==> config.mk <==
export PLATFORM = sky130hd
export DESIGN_NAME = whe_div
export DESIGN_NICKNAME = d
export VERILOG_FILES = /design/src/hdl/whe_pkg.sv /design/src/hdl/whe_div.sv
export SDC_FILE = /design/constraint.sdc
export NUM_CORES = 1
export LEC_CHECK = 0
export ABC_AREA = 1
export BUFFER_PORTS_ARGS = -buffer_cell sky130_fd_sc_hd__buf_2
export CAP_MARGIN = 10
export CELL_PAD_IN_SITES_DETAIL_PLACEMENT = 0
export CELL_PAD_IN_SITES_GLOBAL_PLACEMENT = 2
export CORE_MARGIN = 5
export CORE_UTILIZATION = 35
export CTS_CLUSTER_DIAMETER = 100
export DETAILED_ROUTE_END_ITERATION = 10
export PLACE_DENSITY = 0.84
export SLEW_MARGIN = 20
export SYNTH_ARGS = -nofsm -noshare
export SYNTH_HDL_FRONTEND = slang
export SYNTH_SLANG_ARGS = --single-unit
==> constraint.sdc <==
create_clock -name clk_i -period 4.4 [get_ports clk_i]
set_input_delay 0.66 -clock clk_i [delete_from_list [all_inputs] [get_ports clk_i]]
set_output_delay 0.66 -clock clk_i [all_outputs]
set_load 0.05 [all_outputs]
==> src/hdl/whe_pkg.sv <==
`timescale 1ns / 1ps

package whe_pkg;

  // Default geometry and fixed-point format.
  localparam int MAX_BINS_DEF  = 16;
  localparam int FRAC_BITS_DEF = 16;

  // Field widths.
  localparam int ACT_W      = 3;
  localparam int CHAN_W     = 8;
  localparam int WEIGHT_W   = 17;
  localparam int BINREG_W   = 5;
  localparam int RANGE_W    = 9;
  localparam int VALUE_W    = 32;
  localparam int ADDR_OUT_W = 12;
  localparam int STATUS_W   = 2;

  // Action codes.
  localparam logic [ACT_W-1:0] ACT_CLEAR  = 3'd0;
  localparam logic [ACT_W-1:0] ACT_INSERT = 3'd1;
  localparam logic [ACT_W-1:0] ACT_NORM   = 3'd2;
  localparam logic [ACT_W-1:0] ACT_LOOKUP = 3'd3;
  localparam logic [ACT_W-1:0] ACT_XFORM  = 3'd4;

  // Status codes.
  localparam logic [STATUS_W-1:0] STAT_OK   = 2'd0;
  localparam logic [STATUS_W-1:0] STAT_SAT  = 2'd1;
  localparam logic [STATUS_W-1:0] STAT_SKIP = 2'd2;

  // Configuration register indexes and reset values.
  localparam logic REG_BINS  = 1'b0;
  localparam logic REG_RANGE = 1'b1;
  localparam logic [BINREG_W-1:0] BINS_RST  = 5'd16;
  localparam logic [RANGE_W-1:0]  RANGE_RST = 9'd256;

  // Divider status seen by the controller.
  typedef struct packed {
    logic busy;
    logic done;
  } div_stat_t;

endpackage

==> src/hdl/whe_div.sv <==
`timescale 1ns / 1ps

module whe_div import whe_pkg::*; #(
  parameter int NUM_W = 48,
  parameter int DEN_W = 44
) (
  input  logic             clk_i,
  input  logic             rst_ni,
  input  logic             start_i,
  input  logic [NUM_W-1:0] num_i,
  input  logic [DEN_W-1:0] den_i,
  output div_stat_t        stat_o,
  output logic [NUM_W-1:0] quot_o
);

  localparam int CNT_W = $clog2(NUM_W);

  logic [NUM_W-1:0] num_q, num_d;
  logic [DEN_W-1:0] den_q, rem_q, rem_d;
  logic [CNT_W-1:0] cnt_q, cnt_d;
  logic             busy_q, busy_d, done_q, done_d;
  logic [DEN_W:0]   rem_sh;
  logic             fits;

  // One restoring step per cycle; the dividend shifts out as the quotient shifts in.
  always_comb begin
    rem_sh = {rem_q, num_q[NUM_W-1]};
    fits   = (rem_sh >= {1'b0, den_q});
    num_d  = num_q;
    rem_d  = rem_q;
    cnt_d  = cnt_q;
    busy_d = busy_q;
    done_d = 1'b0;
    if (start_i) begin
      num_d  = num_i;
      rem_d  = '0;
      cnt_d  = CNT_W'(NUM_W - 1);
      busy_d = 1'b1;
    end else if (busy_q) begin
      rem_d = fits ? DEN_W'(rem_sh - {1'b0, den_q}) : rem_sh[DEN_W-1:0];
      num_d = {num_q[NUM_W-2:0], fits};
      cnt_d = cnt_q - 1'b1;
      if (cnt_q == '0) begin
        busy_d = 1'b0;
        done_d = 1'b1;
      end
    end
  end

  always_ff @(posedge clk_i or negedge rst_ni) begin
    if (!rst_ni) begin
      busy_q <= 1'b0;
      done_q <= 1'b0;
      cnt_q  <= '0;
    end else begin
      busy_q <= busy_d;
      done_q <= done_d;
      cnt_q  <= cnt_d;
    end
  end

  // Operand registers.
  always_ff @(posedge clk_i) begin
    num_q <= num_d;
    rem_q <= rem_d;
    if (start_i) begin
      den_q <= den_i;
    end
  end

  assign stat_o.busy = busy_q;
  assign stat_o.done = done_q;
  assign quot_o      = num_q;

endmodule

==> metrics.md <==
| Metric | Value |
|---|---|
| Fin crit period | 2.92 ns |
| Setup violators final | 0 |
| Initial Util | a little over a third |
| Routability cong. | slightly above 0.9 |
| Clock power frac | 41.2% |
| Fin crit share | between 60 and 70% |
| Clk_lat worst skew | 0.44 ns |
| Fmax achieved | 342 MHz |
| Residual DRC | 0 |
| Vias post-DR | ~8800 |
| Post-Synth XOR/XNOR Area | 2.07% |
| Logic pwr share | 14.6% |
| Layout Cells excl Fill | about 1900 |
| Post-synthesis mux area share | 0% |
| Placed cells | 1904 |
| Design area | around 11000 µm² |
| Initial antenna violation count | 0 |
| Worst hold path class | input pin to async pin |
| Critical path class | register to register |
| Layout area overhead | 16.6% |
| # fillers | just over 3000 |
| CTS Buffer Depth | 2 |
| Core Area | roughly 28000 µm² |
| CTS Buf Count | 17 |
| CP required | around 4.8 ns |
| Register share of total power | between 40% and 50% |
| Worst reg2reg path depth | 13 |
| Post-DP HPWL | 22.0 mm |
| CP endpoint | rem_q[25] |
| Post-CTS setup repair buffer count | 0 |
| Ys async rst share | under 10% |
| GR Overflow Total | 0 |
| Multi-input gate area | 4740 µm² |
| Netlist cell types | 39 |
| Adder-Cell Fraction of Synth Area | just over 6% |
| Slew Limit Headroom | ~30% |
| Mapped Nets | between 1500 and 2000 |
| Port Buffers | 144 |
| DP Worst Slack | around 1.5 ns |
| Yosys top cell area share | between 20% and 30% |
| Status | finished clean |
| Syn_area_per_cell | 6.89 µm² |
| Hold Vio Cnt, Final | 0 |
| Critical-path cell list | inv_1, ha_1, nand2_1, inv_2, a21oi_2, o21ai_1, nand2_1, nand2_2, nor2_8, nand2_8, nand2_1, nand3_1, nand2_1 |
| Area post-placement | 10800 µm² |
| Vias in the first global route | 8532 |
| Worst ir drop on vdd | 0.000228 V |
| All-Layer GR Usage | 18.5% |
| Cell Int Power | ~2.4 mW |
| Number of synthesized flops with an enable pin | 92 |
| Max stage delay cell, worst path | nor2_8 |
| Cts hold-fix bufs | 0 |
| Die height | 177 µm |
| Reg clk slew, reported paths | 0.08 ns |
| Sw power | between 1 and 1.5 mW |
| Synth Area in Compound Gates | just over 4% |
| CP endpoint kind | register |
| Mapped cell area | between 9000 and 10000 µm² |
| H-Tree Depth | 4 |
| Synth Instances | between 1000 and 1500 |
| Drt pass-1 iters | 5 |
| Sequential cell area fraction in the yosys report | 39.6% |
| CP startpoint kind | register |
| P_leak | 6.06 nW |
| CTS tree | yes |
| Worst Hold Margin | 0.0518 ns |
| Power Total | 3.53 mW |
| Crit-path max FO | 46 |
| Worst reg2reg endpoint | rem_q[25] |
| Setup TNS Final | 0 ns |
| NumNets Final | around 1700 |
| Count leader, synth | nand2_1 |
| CP most frequent cell | nand2_1 |
| Sink Count | 144 |
| Max Cap Violations | 0 |
| Largest family of logic cells by synthesized area | simple AND/OR/NAND/NOR gates |
| Reg2reg start | den_q[32] |
| Setup slack, reg-to-reg | 1.48 ns |
| Post-DRT Antenna Nets | 0 |
| N_diodes | 0 |
| Critical path's largest stage delay | about 0.63 ns |
| Synth top area cells | edfxtp_1, nand2_1, inv_1 |
| Die W | 177 µm |
| CTS root buf | clkbuf_16 |
| Largest net degree at the start of global routing | 68 |
| Register Area | 3840 µm² |
| Layout cell share with drive strength beyond 1 | 13.7% |
| Synth area leader | edfxtp_1 |
| CP Data Arrival Time | 3.31 ns |
| Worst slew pin tran | 1.05 ns |
| Core Util, Final | 41.0% |
| Routed wire per std cell | 14.9 µm |
| Worst setup startpoint | den_q[32] |
| Max-slew violation count | 0 |
| Post-Synth Simple-Gate Area | a little over a third |
| Number of I/O pins | 145 |
| Seq cells post-synth | 144 |
| RSZ-0062 raised after global routing | no |
| Sw Ratio | 31.3% |
| Top_reg_cell synth | edfxtp_1 |
| Final Worst Setup Slack | 1.48 ns |
| DRT iter0 DRCs | 501 |
| Core Rows | 61 |
| PwrDens | 311 nW/µm² |
| Vias/cell | 4.52 |
| Resized cells post-CTS | 0 |
| Area of the die | 31200 µm² |
| Commonest cells post-synth | nand2_1, inv_1, nand3_1 |
| Wirelength, routed | 28.8 mm |
| First-pass GRT wire length | 45.7 mm |
| Clock skew | 0.0223 ns |
| Yosys warns | 0 |
-- placed cells by master (no fill, tap or decap), types with 5 or more instances in the layout --
cell type and instances:
buf_2 143, clkbuf_16 17, inv_2 7, nand3_1 104
dfrtp_1 8, edfxtp_1 92, nand3_2 8, clkinv_1 7
nand2_1 590, o21ai_0 14, inv_6 7, inv_1 241
nand4_1 6, nor2_2 5, nand3b_1 26, ha_1 46
a21oi_1 35, buf_4 5, o21ai_1 14, dfxtp_1 44
nor3_1 8, nor2_1 77, xnor2_1 22
-- registers in the layout, indices dropped and copies added (netlist names) --
signal / flops
done_q: 1
cnt_q: 6
quot_o: 48
den_q: 44
busy_q: 1
rem_q: 44
-- power groups by stage --
stage	Clock [mW]	Sequential, mW	Combinational [mW]
global placement	0	1.59	0.520
CTS	1.49	1.56	0.520
finish	1.45	1.56	0.514
global route	1.55	1.57	0.567
floorplan	0	1.73	0.217
detailed placement	0	1.59	0.520
-- metal layers --
layer	GRT usage, %	wire (µm)	vias up	part of all wire [%]
li1	-	-	4627	-
met1	25.7	14000	3909	49
met2	29.7	12800	201	45
met3	4.40	1750	17	6.1
met4	3.45	216	0	0.75
met5	0	0	-	0
-- worst max-delay path: cells and delay by family (launching register included) --
kind / cells / cell delay [ns]
buffers and inverters: 2 / 0.10
AOI/OAI and AO/OA: 2 / 0.30
DFF: 1 / 0.33
adders and majority gates: 1 / 0.35
and+or+nand+nor: 8 / 1.71
-- how the worst min path moves through the flow --
stage                     startpoint   endpoint  slack [ns]  cells after the start
after floorplan               rst_ni     busy_q        0.36                      0
after global placement     rem_q[25]  rem_q[25]        0.45                      2
after detailed placement   rem_q[31]  rem_q[31]        0.46                      2
after CTS                     rst_ni   cnt_q[5]        0.04                      1
after global routing          rst_ni   cnt_q[5]        0.04                      1
final                         rst_ni   cnt_q[3]        0.05                      1
-- cells by family (layout without fill, tap and decap cells) --
family / after synthesis / count (layout)
buf+inv: 287 / 434
simple gates: 836 / 836
xor+xnor: 23 / 23
fa+ha+maj: 47 / 47
compound gates: 74 / 74
flops: 144 / 144
-- cell type report --
| type | instances | share of cell area, % |
|---|---|---|
| Clock inverter | 15 | 1.23 |
| Sequential cell | 144 | 33.9 |
| Inverter | 254 | 8.42 |
| Tap cell | 378 | 4.18 |
| Multi-Input combinational cell | 980 | 41.8 |
| Clock buffer | 17 | 3.76 |
| Timing Repair Buffer | 148 | 6.65 |
(Power assumes the default switching activity.)
